===== src/hdl/ipa_pkg.sv =====
// Shared types and constants of the interval partition assigner.
`timescale 1ns / 1ps
`default_nettype none

package ipa_pkg;

  localparam int ID_W            = 32;
  localparam int TS_W            = 32;
  localparam int LEVEL_W         = 5;
  localparam int PART_W          = 20;
  localparam int NUM_BITS_W      = 5;
  localparam int DOMAIN_BITS_W   = 6;
  localparam int CFG_IDX_W       = 2;
  localparam int CFG_DATA_W      = 32;
  localparam int NUM_BITS_RST    = 10;
  localparam int DOMAIN_BITS_RST = 32;

  localparam logic [CFG_IDX_W-1:0] REG_NUM_BITS    = 2'd0;
  localparam logic [CFG_IDX_W-1:0] REG_DOMAIN_BITS = 2'd1;
  localparam logic [CFG_IDX_W-1:0] REG_BASE_TIME   = 2'd2;

  typedef enum logic [1:0] {
    CLS_ORIG_IN,
    CLS_ORIG_AFTER,
    CLS_REPL_IN,
    CLS_REPL_AFTER
  } cls_t;

  typedef struct packed {
    logic [ID_W-1:0]    record_tag;
    logic [LEVEL_W-1:0] level;
    logic [PART_W-1:0]  partition;
    cls_t               cell_class;
    logic               last;
  } res_t;

endpackage

`default_nettype wire


===== src/hdl/ipa_fifo.sv =====
// Small register-based queue with first-word fall-through read.
`timescale 1ns / 1ps
`default_nettype none

module ipa_fifo #(
  parameter int WIDTH = 8,
  parameter int DEPTH = 4   // power of two, at least 2
) (
  input  wire logic             clk,
  input  wire logic             rst_n,
  input  wire logic             push,
  input  wire logic [WIDTH-1:0] wdata,
  output logic                  full,
  input  wire logic             pop,
  output logic [WIDTH-1:0]      rdata,
  output logic                  empty
);

  localparam int PW = $clog2(DEPTH);
  localparam int CW = $clog2(DEPTH + 1);

  logic [WIDTH-1:0] mem_r [DEPTH];
  logic [PW-1:0]    wr_ptr_r, wr_ptr_nxt;
  logic [PW-1:0]    rd_ptr_r, rd_ptr_nxt;
  logic [CW-1:0]    count_r, count_nxt;
  logic             do_push, do_pop;

  assign full    = (count_r == CW'(DEPTH));
  assign empty   = (count_r == '0);
  assign do_push = push && !full;
  assign do_pop  = pop && !empty;
  assign rdata   = mem_r[rd_ptr_r];

  always_comb begin
    wr_ptr_nxt = do_push ? wr_ptr_r + PW'(1) : wr_ptr_r;
    rd_ptr_nxt = do_pop  ? rd_ptr_r + PW'(1) : rd_ptr_r;
    count_nxt  = count_r;
    if (do_push && !do_pop) begin
      count_nxt = count_r + CW'(1);
    end else if (do_pop && !do_push) begin
      count_nxt = count_r - CW'(1);
    end
  end

  always_ff @(posedge clk) begin
    if (!rst_n) begin
      wr_ptr_r <= '0;
      rd_ptr_r <= '0;
      count_r  <= '0;
    end else begin
      wr_ptr_r <= wr_ptr_nxt;
      rd_ptr_r <= rd_ptr_nxt;
      count_r  <= count_nxt;
    end
  end

  always_ff @(posedge clk) begin
    if (do_push) begin
      mem_r[wr_ptr_r] <= wdata;
    end
  end

endmodule

`default_nettype wire


===== src/hdl/ipa_front.sv =====
// Front end: drop reversed intervals, normalize both ends onto the bottom-level grid.
`timescale 1ns / 1ps
`default_nettype none

module ipa_front #(
  parameter int MAX_NUM_BITS = 20,
  parameter int TIME_WIDTH   = 32
) (
  input  wire logic                             in_push,
  input  wire logic [ipa_pkg::ID_W-1:0]         in_record_id,
  input  wire logic [ipa_pkg::TS_W-1:0]         in_start_time,
  input  wire logic [ipa_pkg::TS_W-1:0]         in_end_time,
  input  wire logic [$clog2(MAX_NUM_BITS+2)-1:0] nb,
  input  wire logic [$clog2(TIME_WIDTH+1)-1:0]   db,
  input  wire logic [ipa_pkg::TS_W-1:0]         base_time,
  output logic                                  q_push,
  output logic [ipa_pkg::ID_W+2*MAX_NUM_BITS-1:0] q_data
);

  import ipa_pkg::*;

  localparam int TW  = TIME_WIDTH;
  localparam int MNB = MAX_NUM_BITS;
  localparam int LW  = $clog2(MAX_NUM_BITS + 2);
  localparam int DBW = $clog2(TIME_WIDTH + 1);
  localparam int CW  = (LW > DBW) ? LW : DBW;

  function automatic logic [TW-1:0] norm(input logic [TW-1:0] t,
                                         input logic [TW-1:0] b,
                                         input logic [TW-1:0] top);
    logic [TW-1:0] d;
    d = t - b;
    if (t < b) begin
      return '0;
    end
    return (d > top) ? top : d;
  endfunction

  logic [TW-1:0] s_t, e_t, b_t, top, s_n, e_n;
  logic [CW-1:0] db_c, nb_c, sh;

  always_comb begin
    s_t  = TW'(in_start_time);
    e_t  = TW'(in_end_time);
    b_t  = TW'(base_time);
    db_c = CW'(db);
    nb_c = CW'(nb);
    sh   = (db_c > nb_c) ? db_c - nb_c : '0;
    if (32'(db) >= TW) begin
      top = '1;
    end else begin
      top = (TW'(1) << db) - TW'(1);
    end
    s_n    = norm(s_t, b_t, top) >> sh;
    e_n    = norm(e_t, b_t, top) >> sh;
    // Reversed intervals are consumed here and never reach the walker.
    q_push = in_push && !(s_t > e_t);
    q_data = {in_record_id, MNB'(s_n), MNB'(e_n)};
  end

endmodule

`default_nettype wire


===== src/hdl/ipa_walker.sv =====
// Back end: walk the index levels and emit the cell assignments of one record at a time.
`timescale 1ns / 1ps
`default_nettype none

module ipa_walker #(
  parameter int MAX_NUM_BITS = 20
) (
  input  wire logic                                 clk,
  input  wire logic                                 rst_n,
  input  wire logic [$clog2(MAX_NUM_BITS+2)-1:0]     nb,
  input  wire logic                                 mid_empty,
  input  wire logic [ipa_pkg::ID_W+2*MAX_NUM_BITS-1:0] mid_data,
  output logic                                      mid_pop,
  input  wire logic                                 op_full,
  output logic                                      op_push,
  output ipa_pkg::res_t                             op_data
);

  import ipa_pkg::*;

  localparam int MNB = MAX_NUM_BITS;
  localparam int AW  = MAX_NUM_BITS + 2;
  localparam int LW  = $clog2(MAX_NUM_BITS + 2);

  typedef enum logic [1:0] {
    ST_IDLE,
    ST_LEFT,
    ST_RIGHT
  } state_t;

  state_t               state_r, state_nxt;
  logic signed [AW-1:0] a_r, a_nxt, b_r, b_nxt;
  logic [LW-1:0]        level_r, level_nxt;
  logic                 first_r, first_nxt;
  logic                 lastin_r, lastin_nxt;
  logic [ID_W-1:0]      id_r, id_nxt;
  res_t                 pend_r, pend_nxt;
  logic                 pend_v_r, pend_v_nxt;

  logic                 r_take, l_eq, r_orig, r_lastin;
  logic                 done, stall, left_now;
  logic signed [AW-1:0] a_aft, b_dec, b_new;
  logic                 first_aft, lastin_aft;
  cls_t                 l_cls, r_cls;
  res_t                 res_new;

  always_comb begin
    // Left end: odd index takes its cell, never tested in the right phase.
    left_now   = (state_r == ST_LEFT) && a_r[0];
    l_eq       = (a_r == b_r) && !lastin_r;
    if (l_eq) begin
      l_cls = first_r ? CLS_REPL_IN : CLS_ORIG_IN;
    end else begin
      l_cls = first_r ? CLS_REPL_AFTER : CLS_ORIG_AFTER;
    end
    a_aft      = left_now ? a_r + AW'(1) : a_r;
    first_aft  = first_r | left_now;
    lastin_aft = lastin_r | (left_now && l_eq && first_r);

    // Right end: even index takes its cell, seen after the left step.
    r_take   = !b_r[0];
    b_dec    = b_r - AW'(1);
    r_orig   = !first_aft && (b_dec < a_aft);
    if (r_orig) begin
      r_cls    = lastin_aft ? CLS_ORIG_AFTER : CLS_ORIG_IN;
      r_lastin = lastin_aft;
    end else begin
      r_cls    = lastin_aft ? CLS_REPL_AFTER : CLS_REPL_IN;
      r_lastin = 1'b1;
    end

    res_new.record_tag = id_r;
    res_new.level      = LEVEL_W'(level_r);
    res_new.partition  = left_now ? PART_W'(a_r[MNB-1:0]) : PART_W'(b_r[MNB-1:0]);
    res_new.cell_class = left_now ? l_cls : r_cls;
    res_new.last       = 1'b0;

    done  = (level_r > nb) || (a_r > b_r);
    stall = pend_v_r && op_full;

    state_nxt  = state_r;
    a_nxt      = a_r;
    b_nxt      = b_r;
    level_nxt  = level_r;
    first_nxt  = first_r;
    lastin_nxt = lastin_r;
    id_nxt     = id_r;
    pend_nxt   = pend_r;
    pend_v_nxt = pend_v_r;
    mid_pop    = 1'b0;
    op_push    = 1'b0;
    op_data    = pend_r;
    b_new      = b_r;

    case (state_r)
      ST_IDLE: begin
        if (!mid_empty) begin
          mid_pop    = 1'b1;
          id_nxt     = mid_data[ID_W+2*MNB-1 -: ID_W];
          a_nxt      = AW'(mid_data[2*MNB-1:MNB]);
          b_nxt      = AW'(mid_data[MNB-1:0]);
          level_nxt  = '0;
          first_nxt  = 1'b0;
          lastin_nxt = 1'b0;
          state_nxt  = ST_LEFT;
        end
      end
      ST_LEFT, ST_RIGHT: begin
        if (!stall) begin
          if (done) begin
            // Flush the held result as the record's final beat.
            op_push      = pend_v_r;
            op_data.last = 1'b1;
            pend_v_nxt   = 1'b0;
            state_nxt    = ST_IDLE;
          end else begin
            if (left_now || r_take || state_r == ST_RIGHT) begin
              op_push    = pend_v_r;
              pend_nxt   = res_new;
              pend_v_nxt = 1'b1;
            end
            if (left_now && r_take) begin
              a_nxt      = a_aft;
              first_nxt  = first_aft;
              lastin_nxt = lastin_aft;
              state_nxt  = ST_RIGHT;
            end else begin
              if (r_take) begin
                b_new      = b_dec;
                lastin_nxt = r_lastin;
              end else begin
                lastin_nxt = lastin_aft;
              end
              a_nxt     = a_aft >>> 1;
              b_nxt     = b_new >>> 1;
              level_nxt = level_r + LW'(1);
              first_nxt = first_aft;
              state_nxt = ST_LEFT;
            end
          end
        end
      end
      default: begin
        state_nxt = ST_IDLE;
      end
    endcase
  end

  always_ff @(posedge clk) begin
    if (!rst_n) begin
      state_r  <= ST_IDLE;
      pend_v_r <= 1'b0;
    end else begin
      state_r  <= state_nxt;
      pend_v_r <= pend_v_nxt;
    end
    a_r      <= a_nxt;
    b_r      <= b_nxt;
    level_r  <= level_nxt;
    first_r  <= first_nxt;
    lastin_r <= lastin_nxt;
    id_r     <= id_nxt;
    pend_r   <= pend_nxt;
  end

endmodule

`default_nettype wire


===== src/hdl/interval_partition_assigner.sv =====
// Top level of the interval partition assigner: config registers, front, queues, walker.
// Results: the walker holds a record's results one deep so that the last one can be marked,
//   and it takes a new record only once the current walk has ended.
// Walk steps: load the record, one step per level up to nb (the saturated num_bits), a second
//   step for a two-cell level, then a flush that marks the last result.
// Reset: synchronous active low; restores num_bits 10, domain_bits 32, base_time 0, empties queues.
`timescale 1ns / 1ps
`default_nettype none

module interval_partition_assigner #(
  parameter int MAX_NUM_BITS = 20,
  parameter int TIME_WIDTH   = 32
) (
  input  wire logic                            clk,
  input  wire logic                            rst_n,
  // input channel
  input  wire logic                            in_push,
  output logic                                 in_full,
  input  wire logic [ipa_pkg::ID_W-1:0]        in_record_id,
  input  wire logic [ipa_pkg::TS_W-1:0]        in_start_time,
  input  wire logic [ipa_pkg::TS_W-1:0]        in_end_time,
  // result channel
  output logic                                 out_empty,
  input  wire logic                            out_pop,
  output logic [ipa_pkg::ID_W-1:0]             out_record_tag,
  output logic [ipa_pkg::LEVEL_W-1:0]          out_level,
  output logic [ipa_pkg::PART_W-1:0]           out_partition,
  output logic [1:0]                           out_cell_class,
  output logic                                 out_last,
  // configuration
  input  wire logic                            cfg_we,
  input  wire logic [ipa_pkg::CFG_IDX_W-1:0]   cfg_index,
  input  wire logic [ipa_pkg::CFG_DATA_W-1:0]  cfg_data
);

  import ipa_pkg::*;

  localparam int LW  = $clog2(MAX_NUM_BITS + 2);
  localparam int DBW = $clog2(TIME_WIDTH + 1);
  localparam int MW  = ID_W + 2 * MAX_NUM_BITS;
  localparam int MID_DEPTH = 2;
  localparam int OUT_DEPTH = 4;

  // Configuration registers, written only while the block is idle: a user rule, unchecked here.
  logic [NUM_BITS_W-1:0]    num_bits_r, num_bits_nxt;
  logic [DOMAIN_BITS_W-1:0] domain_bits_r, domain_bits_nxt;
  logic [TS_W-1:0]          base_time_r, base_time_nxt;

  always_comb begin
    num_bits_nxt    = num_bits_r;
    domain_bits_nxt = domain_bits_r;
    base_time_nxt   = base_time_r;
    if (cfg_we) begin
      case (cfg_index)
        REG_NUM_BITS:    num_bits_nxt    = cfg_data[NUM_BITS_W-1:0];
        REG_DOMAIN_BITS: domain_bits_nxt = cfg_data[DOMAIN_BITS_W-1:0];
        REG_BASE_TIME:   base_time_nxt   = cfg_data[TS_W-1:0];
        default: begin
          // Unmapped index: drop the beat.
        end
      endcase
    end
  end

  always_ff @(posedge clk) begin
    if (!rst_n) begin
      num_bits_r    <= NUM_BITS_W'(NUM_BITS_RST);
      domain_bits_r <= DOMAIN_BITS_W'(DOMAIN_BITS_RST);
      base_time_r   <= '0;
    end else begin
      num_bits_r    <= num_bits_nxt;
      domain_bits_r <= domain_bits_nxt;
      base_time_r   <= base_time_nxt;
    end
  end

  // Saturate the level count and the domain width to what the datapath holds.
  logic [LW-1:0]  nb;
  logic [DBW-1:0] db;

  assign nb = (32'(num_bits_r) > MAX_NUM_BITS) ? LW'(MAX_NUM_BITS) : LW'(num_bits_r);
  assign db = (32'(domain_bits_r) > TIME_WIDTH) ? DBW'(TIME_WIDTH) : DBW'(domain_bits_r);

  // Front end feeds the short decoupling queue.
  logic          q_push, mid_full, mid_empty, mid_pop;
  logic [MW-1:0] q_data, mid_data;

  ipa_front #(
    .MAX_NUM_BITS (MAX_NUM_BITS),
    .TIME_WIDTH   (TIME_WIDTH)
  ) u_front (
    .in_push       (in_push && !mid_full),
    .in_record_id  (in_record_id),
    .in_start_time (in_start_time),
    .in_end_time   (in_end_time),
    .nb            (nb),
    .db            (db),
    .base_time     (base_time_r),
    .q_push        (q_push),
    .q_data        (q_data)
  );

  assign in_full = mid_full;

  ipa_fifo #(
    .WIDTH (MW),
    .DEPTH (MID_DEPTH)
  ) u_mid_q (
    .clk   (clk),
    .rst_n (rst_n),
    .push  (q_push),
    .wdata (q_data),
    .full  (mid_full),
    .pop   (mid_pop),
    .rdata (mid_data),
    .empty (mid_empty)
  );

  // Walker produces result beats into the output queue, holding while the queue is full.
  logic op_full, op_push;
  res_t op_data, out_res;

  ipa_walker #(
    .MAX_NUM_BITS (MAX_NUM_BITS)
  ) u_walker (
    .clk       (clk),
    .rst_n     (rst_n),
    .nb        (nb),
    .mid_empty (mid_empty),
    .mid_data  (mid_data),
    .mid_pop   (mid_pop),
    .op_full   (op_full),
    .op_push   (op_push),
    .op_data   (op_data)
  );

  ipa_fifo #(
    .WIDTH ($bits(res_t)),
    .DEPTH (OUT_DEPTH)
  ) u_out_q (
    .clk   (clk),
    .rst_n (rst_n),
    .push  (op_push),
    .wdata (op_data),
    .full  (op_full),
    .pop   (out_pop),
    .rdata (out_res),
    .empty (out_empty)
  );

  assign out_record_tag = out_res.record_tag;
  assign out_level      = out_res.level;
  assign out_partition  = out_res.partition;
  assign out_cell_class = out_res.cell_class;
  assign out_last       = out_res.last;

endmodule

`default_nettype wire


===== config.mk =====
export PLATFORM = sky130hd
export DESIGN_NAME = interval_partition_assigner
export DESIGN_NICKNAME = d
export VERILOG_FILES = /design/src/hdl/ipa_pkg.sv /design/src/hdl/ipa_fifo.sv /design/src/hdl/ipa_front.sv /design/src/hdl/ipa_walker.sv /design/src/hdl/interval_partition_assigner.sv
export SDC_FILE = /design/constraint.sdc
export NUM_CORES = 1
export LEC_CHECK = 0
export ABC_CLOCK_PERIOD_IN_PS = 18100
export BUFFER_PORTS_ARGS = -buffer_cell sky130_fd_sc_hd__buf_2
export CAP_MARGIN = 30
export CORE_AREA = 2 2 316 287
export DETAILED_ROUTE_END_ITERATION = 6
export DIE_AREA = 0 0 318 289
export SYNTH_ARGS = -nofsm -noshare
export SYNTH_HDL_FRONTEND = slang
export SYNTH_SLANG_ARGS = --single-unit

===== constraint.sdc =====
create_clock -name clk -period 18.1 [get_ports clk]
set_input_delay 0.905 -clock clk [delete_from_list [all_inputs] [get_ports clk]]
set_output_delay 0.905 -clock clk [all_outputs]
set_load 0.05 [all_outputs]

# Yosys cells after proc, flatten, opt, wreduce, memory -nomap -nowiden
# Memories as Yosys holds them, arrays and structs flattened. A register that Yosys moved wholly into a read port is not among the register bits.
# Index checks and enable logic that the tools add are counted.
# W data, S select, Z words.
op_classes:
  add_sub_neg: 15
  order_cmp: 12
  eq_ne: 11
  n_shift: 3
  muxes: 75
  bitwise_logic: 5
  reduce_logical: 50
ops:
  columns: ["op", "n"]
  rows:
  - ["$mux W32", 7]
  - ["$mux W22", 9]
  - ["$gt A32 B32 Y1", 3]
  - ["$pmux W22 S2", 2]
  - ["$lt A32 B32 Y1", 2]
  - ["$shr A32 B6 Y20", 2]
  - ["$sub A32 B32 Y32", 2]
  - ["$shl A1 B6 Y32 const A", 1]
  - ["$sub A32 B2 Y32 const B", 1]
  - ["$mux W1", 29]
  - ["$mux W2", 13]
  - ["$mux W5", 5]
  - ["$add A22 B2 Y22 const B", 1]
  - ["$eq A22 B22 Y1", 1]
  - ["$gt A22 B22 Y1", 1]
  - ["$lt A22 B22 Y1", 1]
  - ["$sub A22 B2 Y22 const B", 1]
  - ["$mux W21", 1]
  - ["$mux W20", 1]
  - ["$logic_and A1 B1 Y1", 17]
  - ["$logic_not A1 Y1", 12]
  - ["$mux W6", 2]
  - ["$pmux W5 S2", 1]
  - ["$reduce_and A2 Y1", 5]
  - ["29 further kinds", 51]
word_totals:
  reg_bits: 199
  ram_bits: 384
  in_bits: 135
  out_inout_bits: 62
  word_cells: 194
  memories: 2
mem_list:
  columns: ["memory", "words", "width", "read_ports", "rd_clocked_by_memory_dff", "wr", "line", "text"]
  rows:
  - ["u_out_q.mem_r", 4, 60, 1, 1, 1, "ipa_fifo.sv:22", "logic [WIDTH-1:0] mem_r [DEPTH];"]
  - ["u_mid_q.mem_r", 2, 72, 1, 1, 1, "ipa_fifo.sv:22", null]

# Depth between registers and ports, before layout
logic_depth:
  ltp_word: 13
  mapped_depth: 29

# By module
# A second synthesis with hierarchy kept.
unflattened:
  cells_unflattened: 3180
  hier_area_um2: 35689.2
by_module_without_submodules:
  columns: ["mod", "n_inst", "cells_each", "area_per_inst_um2"]
  rows:
  - ["ipa_front", 1, 1750, 11658.7]
  - ["ipa_fifo (u_out_q)", 1, 362, 9206.3]
  - ["ipa_walker", 1, 626, 7573.5]
  - ["ipa_fifo (u_mid_q)", 1, 249, 5452.7]
  - ["interval_partition_assigner", 1, 193, 1798.0]

# Least setup slack after synthesis
# Ideal clock, no wire load.
synth_path:
  kind: "input-to-reg"
  start: "in in_end_time[25] (netlist bit)"
  end: "mem u_mid_q.mem_r[0][0] (netlist bit) (enable)"
  setup_ns: 0.512
  arrival_ns: 5.992
  required_time_ns: 17.588
  setup_slack_ns: 11.596
  cell_stages: 13
  path_cell_list: "inv_1 ha_1 a21o_1 a21o_1 a21o_1 a21o_1 a21o_1 a21o_1 a21o_1 a21oi_1 a31oi_1 a21oi_1 nor2b_1"
synth_between:
  elab_chain_cells: 6
synth_rtl:
  columns: ["item", "line", "text"]
  rows:
  - ["start: declaration", "interval_partition_assigner.sv:21", "input wire logic [ipa_pkg::TS_W-1:0] in_end_time,"]
  - ["$gt A32 B32 Y1", "ipa_front.sv:57", "q_push = in_push && !(s_t > e_t);"]
  - ["$logic_not A1 Y1", "ipa_front.sv:57", null]
  - ["$logic_and A1 B1 Y1", "ipa_front.sv:57", null]
  - ["$logic_and A1 B1 Y1", "ipa_fifo.sv:30", "assign do_push = push && !full;"]
  - ["net u_mid_q.do_push", "ipa_fifo.sv:26", "logic do_push, do_pop;"]
  - ["$mux W1", "ipa_fifo.sv:58", "if (do_push) begin"]
  - ["$mux W1 (implied by the code)", "ipa_fifo.sv:59", "mem_r[wr_ptr_r] <= wdata;"]
  - ["end: declaration", "ipa_fifo.sv:22", null]
# The timed path passes the listed nets, and every way through them passes these cells.

# Final worst setup path
layout_path:
  start: "reg domain_bits_r[5]"
  end: "mem u_mid_q.mem_r[0][21] (netlist bit), data pin"
layout_between:
  elab_chain_cells: 9
  elab_cells_between_ends: 13
layout_rtl:
  columns: ["item", "line", "text"]
  rows:
  - ["start: declaration", "interval_partition_assigner.sv:46", "logic [DOMAIN_BITS_W-1:0] domain_bits_r, domain_bits_nxt;"]
  - ["start signal: assignment", "interval_partition_assigner.sv:68", "domain_bits_r <= DOMAIN_BITS_W'(DOMAIN_BITS_RST);"]
  - ["start signal: assignment", "interval_partition_assigner.sv:72", "domain_bits_r <= domain_bits_nxt;"]
  - ["$gt A6 B6 Y1", "interval_partition_assigner.sv:82", "assign db = (32'(domain_bits_r) > TIME_WIDTH) ? DBW'(TIME_WIDTH) : DBW'(domain_bits_r);"]
  - ["$mux W6 *", "interval_partition_assigner.sv:82", null]
  - ["$shl A1 B6 Y32", "ipa_front.sv:52", "top = (TW'(1) << db) - TW'(1);"]
  - ["$sub A32 B2 Y32", "ipa_front.sv:52", null]
  - ["$mux W32", "ipa_front.sv:49", "if (32'(db) >= TW) begin"]
  - ["$gt A32 B32 Y1", "ipa_front.sv:36", "return (d > top) ? top : d;"]
  - ["$mux W32 (2 in series)", "ipa_front.sv:36", null]
  - ["$shr A32 B6 Y20 *", "ipa_front.sv:54", "s_n = norm(s_t, b_t, top) >> sh;"]
  - ["net q_data[21]", "interval_partition_assigner.sv:86", "logic [MW-1:0] q_data, mid_data;"]
# Mark *: on every way through the listed nets, which the timed path passes. The rest lies on a longest branch.

==> impl_summary.txt <==
----------------------------------------------------
[Pwr]
  Max VDD drop ... 0.113 mV
  PwrDens ... 124 nW/µm²
  Leakage power of the design ... 14.3 nW

[Route]
  Vias per inst ... 5.91
  DR vias ... 27,100
  Drt drc ... 0
  Routed WL ... 104,000 µm
  Remaining number of nets flagged by the antenna check after routing ... 0
  DRC violation total after the first TritonRoute iteration ... 2,897
  Drt wl/cell ... 22.8 µm
  Pre-Repair DR Iteration Count ... 6

[Place]
  Post-Place Worst Slack ... 9930 ps
  Number of cells in the design after placement ... 4,473
  Routability congestion estimate from global placement ... 0.983
  Number of buffer cells added on primary ports ... 196
  Half-perimeter wire length after detailed placement ... 77,000 µm

[Layout]
  Non-filler cells in the finished layout ... 4,583
  Ant. Diodes ... 0
  Area grow syn2layout ... 11.7%
  Final net count ... 3,734
  Fraction of layout cells with a size suffix above 1 ... 0.151
  End-of-flow core utilization ... 0.444

[Floorplan]
  Core Region ... 88,600 µm²
  Die area ... 91,900 µm²
  Height of the die ... 289 µm
  Top Ports ... 197
  Die X ... 318 µm
  Number of rows in the core area ... 104
  Starting utilization of the core area ... 0.398

[Clocking]
  Root buffer cell ... sky130_fd_sc_hd__clkbuf_16
  Quantity of hold-fixing buffers added after cts ... 0
  Clock Sinks ... 585
  TritonCTS buffer count ... 60
  Clock-pin slew of the registers on the worst-case setup and hold paths ... 60 ps
  TritonCTS clock tree ... done
  Clk_lat worst skew ... 650 ps
  Count of instances resized after the clock tree is built ... 0
  CTS H-Tree Depth ... 2
  Number of setup buffers added after CTS ... 0
  Buffer depth of the longest clock path ... 3

[Timing]
  Setup violators final ... 0
  Clock period minus worst slack ... 8610 ps
  Worst-margin pin slew ... 1050 ps
  Maximum achievable frequency ... 116 MHz
  RSZ-0062 raised after global routing ... false
  Worst clock skew ... 33.3 ps
  Final cycle utilization of the critical path ... 0.476
  Normalized max-slew margin ... 0.294
  Final-report max-slew violation count ... 0
  Total negative setup slack ... 0 ps
  Smallest setup slack after layout ... 9490 ps
  Hold violation total from the final report ... 0

[GRT]
  Maximum number of pins on one net before global-route repair ... 96
  Overall routing resource usage ... 0.221
  Antenna violations before repair ... 6
  Vias in the first global route ... 25,600
  Congestion Overflow GR ... 0
  Wire length of the first global-routing pass ... 156,000 µm

[Run]
  Number of violations of the max-capacitance limit ... 0

[Yosys]
  Post-synth ARST share ... 0
  Summed instance area of the synthesized netlist ... 35,200 µm²
  Area leader, netlist ... sky130_fd_sc_hd__edfxtp_1
  Synth cell count leaders ... 525 x sky130_fd_sc_hd__edfxtp_1, 308 x sky130_fd_sc_hd__nand2_1, 225 x sky130_fd_sc_hd__ha_1
  Number of cells produced by synthesis ... 3,220
  Syn Area/Cell ... 10.9 µm²
  Top-area cell type share of the netlist area ... 0.447
  Netlist cell types ... 109
  Biggest area contributors in the synthesized netlist ... sky130_fd_sc_hd__edfxtp_1 45%, sky130_fd_sc_hd__ha_1 8.0%, sky130_fd_sc_hd__mux4_2 4.5%
  Number of synthesized flops with an enable pin ... 525
  Synth Flop Type ... sky130_fd_sc_hd__edfxtp_1
  Syn_nets ... 3,584
  Portion of the post-synthesis area used by sequential elements ... 0.481
  Synthesis-stage register bit count ... 585
  Yosys warns ... 0
  Cell with the most instances after synthesis ... sky130_fd_sc_hd__edfxtp_1

[Setup path]
  Data required time of the critical path ... 18,530 ps
  Setup slack on the worst flop-to-flop path ... 9490 ps
  Type of element capturing the critical path ... register
  R2r worst-path depth ... 26
  Crit Path Category ... reg -> reg
  Highest fanout seen on the critical path ... 33
  Startpoint Class ... register
  Arrival time of the worst setup path ... 9030 ps

[Min path]
  Worst hold-check path type ... reg -> reg
  WHS Path Cells ... 0

[Outcome]
  Status ... complete, no violations

----------------------------------------------------
==> path summary, 6_finish.rpt <==
path,endpoint,startpoint
worst max-delay path,u_mid_q.mem_r[0][21],domain_bits_r[5]
worst max register to register,u_mid_q.mem_r[0][21],domain_bits_r[5]
worst min register to register,u_walker.op_data[52],u_walker.id_r[24]
worst min-delay path,u_walker.op_data[52],u_walker.id_r[24]
==> cell usage in the layout, fill, tap and decap left out, types with 30 or more instances in the layout <==
master,n
sky130_fd_sc_hd__a21o_1,66
sky130_fd_sc_hd__mux2i_1,64
sky130_fd_sc_hd__mux4_2,70
sky130_fd_sc_hd__o21a_1,34
sky130_fd_sc_hd__nand2_1,307
sky130_fd_sc_hd__clkbuf_16,60
sky130_fd_sc_hd__xnor2_1,62
sky130_fd_sc_hd__edfxtp_1,525
sky130_fd_sc_hd__nand4_1,41
sky130_fd_sc_hd__a211oi_1,49
sky130_fd_sc_hd__dfxtp_1,57
sky130_fd_sc_hd__mux2_2,40
sky130_fd_sc_hd__nor2_1,177
sky130_fd_sc_hd__xor2_1,32
sky130_fd_sc_hd__buf_2,196
sky130_fd_sc_hd__o21ai_0,177
sky130_fd_sc_hd__buf_4,48
sky130_fd_sc_hd__o211ai_1,43
sky130_fd_sc_hd__and2_1,32
sky130_fd_sc_hd__a221oi_1,30
sky130_fd_sc_hd__ha_1,224
sky130_fd_sc_hd__inv_1,151
sky130_fd_sc_hd__a21boi_0,37
sky130_fd_sc_hd__a21oi_1,193
sky130_fd_sc_hd__nor3_1,81
sky130_fd_sc_hd__nand3_1,97
==> cell type report <==
cell class              instances  area, µm²
clock buffers                  69       1540
clock inverters                40        398
fillers                      8343      49300
inverters                     154        578
multi-input cells            2324      17100
flip-flops and latches        585      17000
well taps                    1166       1460
repair buffers                245       1350
==> flip-flops by register name (all words and copies together), names as in the netlist, 2 cells and up, named ones only <==
signal,cells
u_out_q.count_r,3
u_walker.state_r,2
u_walker.a_r,22
u_walker.level_r,5
u_walker.id_r,32
domain_bits_r,6
num_bits_r,5
u_out_q.rd_ptr_r,2
u_out_q.mem_r,240
u_mid_q.count_r,2
u_walker.op_data,59
u_out_q.wr_ptr_r,2
u_mid_q.mem_r,144
u_walker.b_r,21
base_time_r,32
==> stage by stage <==
| step | cell area [µm²] | total power [mW] | hold slack (ps) |
|---|---|---|---|
| floorplan | 35200 | 3.18 | 400 |
| global placement | 37400 | 3.70 | 401 |
| detailed placement | 37400 | 3.72 | 405 |
| CTS | 39400 | 4.93 | 399 |
| global route | 39400 | 5.18 | 415 |
| finish | 39400 | 4.90 | 398 |
==> routing by layer <==
layer / global-route usage / wire [µm]
met1: 0.310 / 47000
met2: 0.338 / 45500
met3: 0.0535 / 8690
met4: 0.0700 / 3110
met5: 0 / 37
==> report_power, final <==
part / leakage, nW / internal (mW) / switching [mW]
Clock: 0.924 / 0.681 / 0.518
Sequential: 5.32 / 1.79 / 0.168
Combinational: 8.10 / 0.609 / 1.13
Total: 14.3 / 3.08 / 1.81
==> logic make-up (layout without fill, tap and decap cells) <==
logic type / Yosys count / in the layout / share of synthesized area
AOI/OAI and AO/OA: 898 / 898 / 0.173
xor gates and xnor gates: 94 / 94 / 0.0234
adders and majority gates: 229 / 229 / 0.0821
buffers and inverters: 311 / 508 / 0.0356
DFF: 585 / 585 / 0.481
muxes: 174 / 174 / 0.0757
and+or+nand+nor: 929 / 929 / 0.129
==> worst max-delay path, stage by stage (launching register included) <==
cell and delay, ps:
sky130_fd_sc_hd__dfxtp_1 300, sky130_fd_sc_hd__buf_4 240, sky130_fd_sc_hd__or2_2 380, sky130_fd_sc_hd__inv_2 200, sky130_fd_sc_hd__nand2_1 180, sky130_fd_sc_hd__nor2_1 690, sky130_fd_sc_hd__nand4_1 180, sky130_fd_sc_hd__ha_1 510
sky130_fd_sc_hd__inv_1 220, sky130_fd_sc_hd__nor2_1 110, sky130_fd_sc_hd__mux2i_1 130, sky130_fd_sc_hd__o21ai_0 430, sky130_fd_sc_hd__inv_1 250, sky130_fd_sc_hd__ha_1 340, sky130_fd_sc_hd__and4_1 220, sky130_fd_sc_hd__nor4b_2 400
sky130_fd_sc_hd__a21boi_1 120, sky130_fd_sc_hd__a31oi_1 210, sky130_fd_sc_hd__o21ai_0 180, sky130_fd_sc_hd__a2bb2oi_2 170, sky130_fd_sc_hd__buf_4 330, sky130_fd_sc_hd__nand2_1 600, sky130_fd_sc_hd__o311ai_1 950, sky130_fd_sc_hd__and3_1 270
sky130_fd_sc_hd__a211oi_1 70, sky130_fd_sc_hd__a221o_1 410, sky130_fd_sc_hd__o211ai_1 250
No activity file was read; power rests on OpenSTA's default activity.
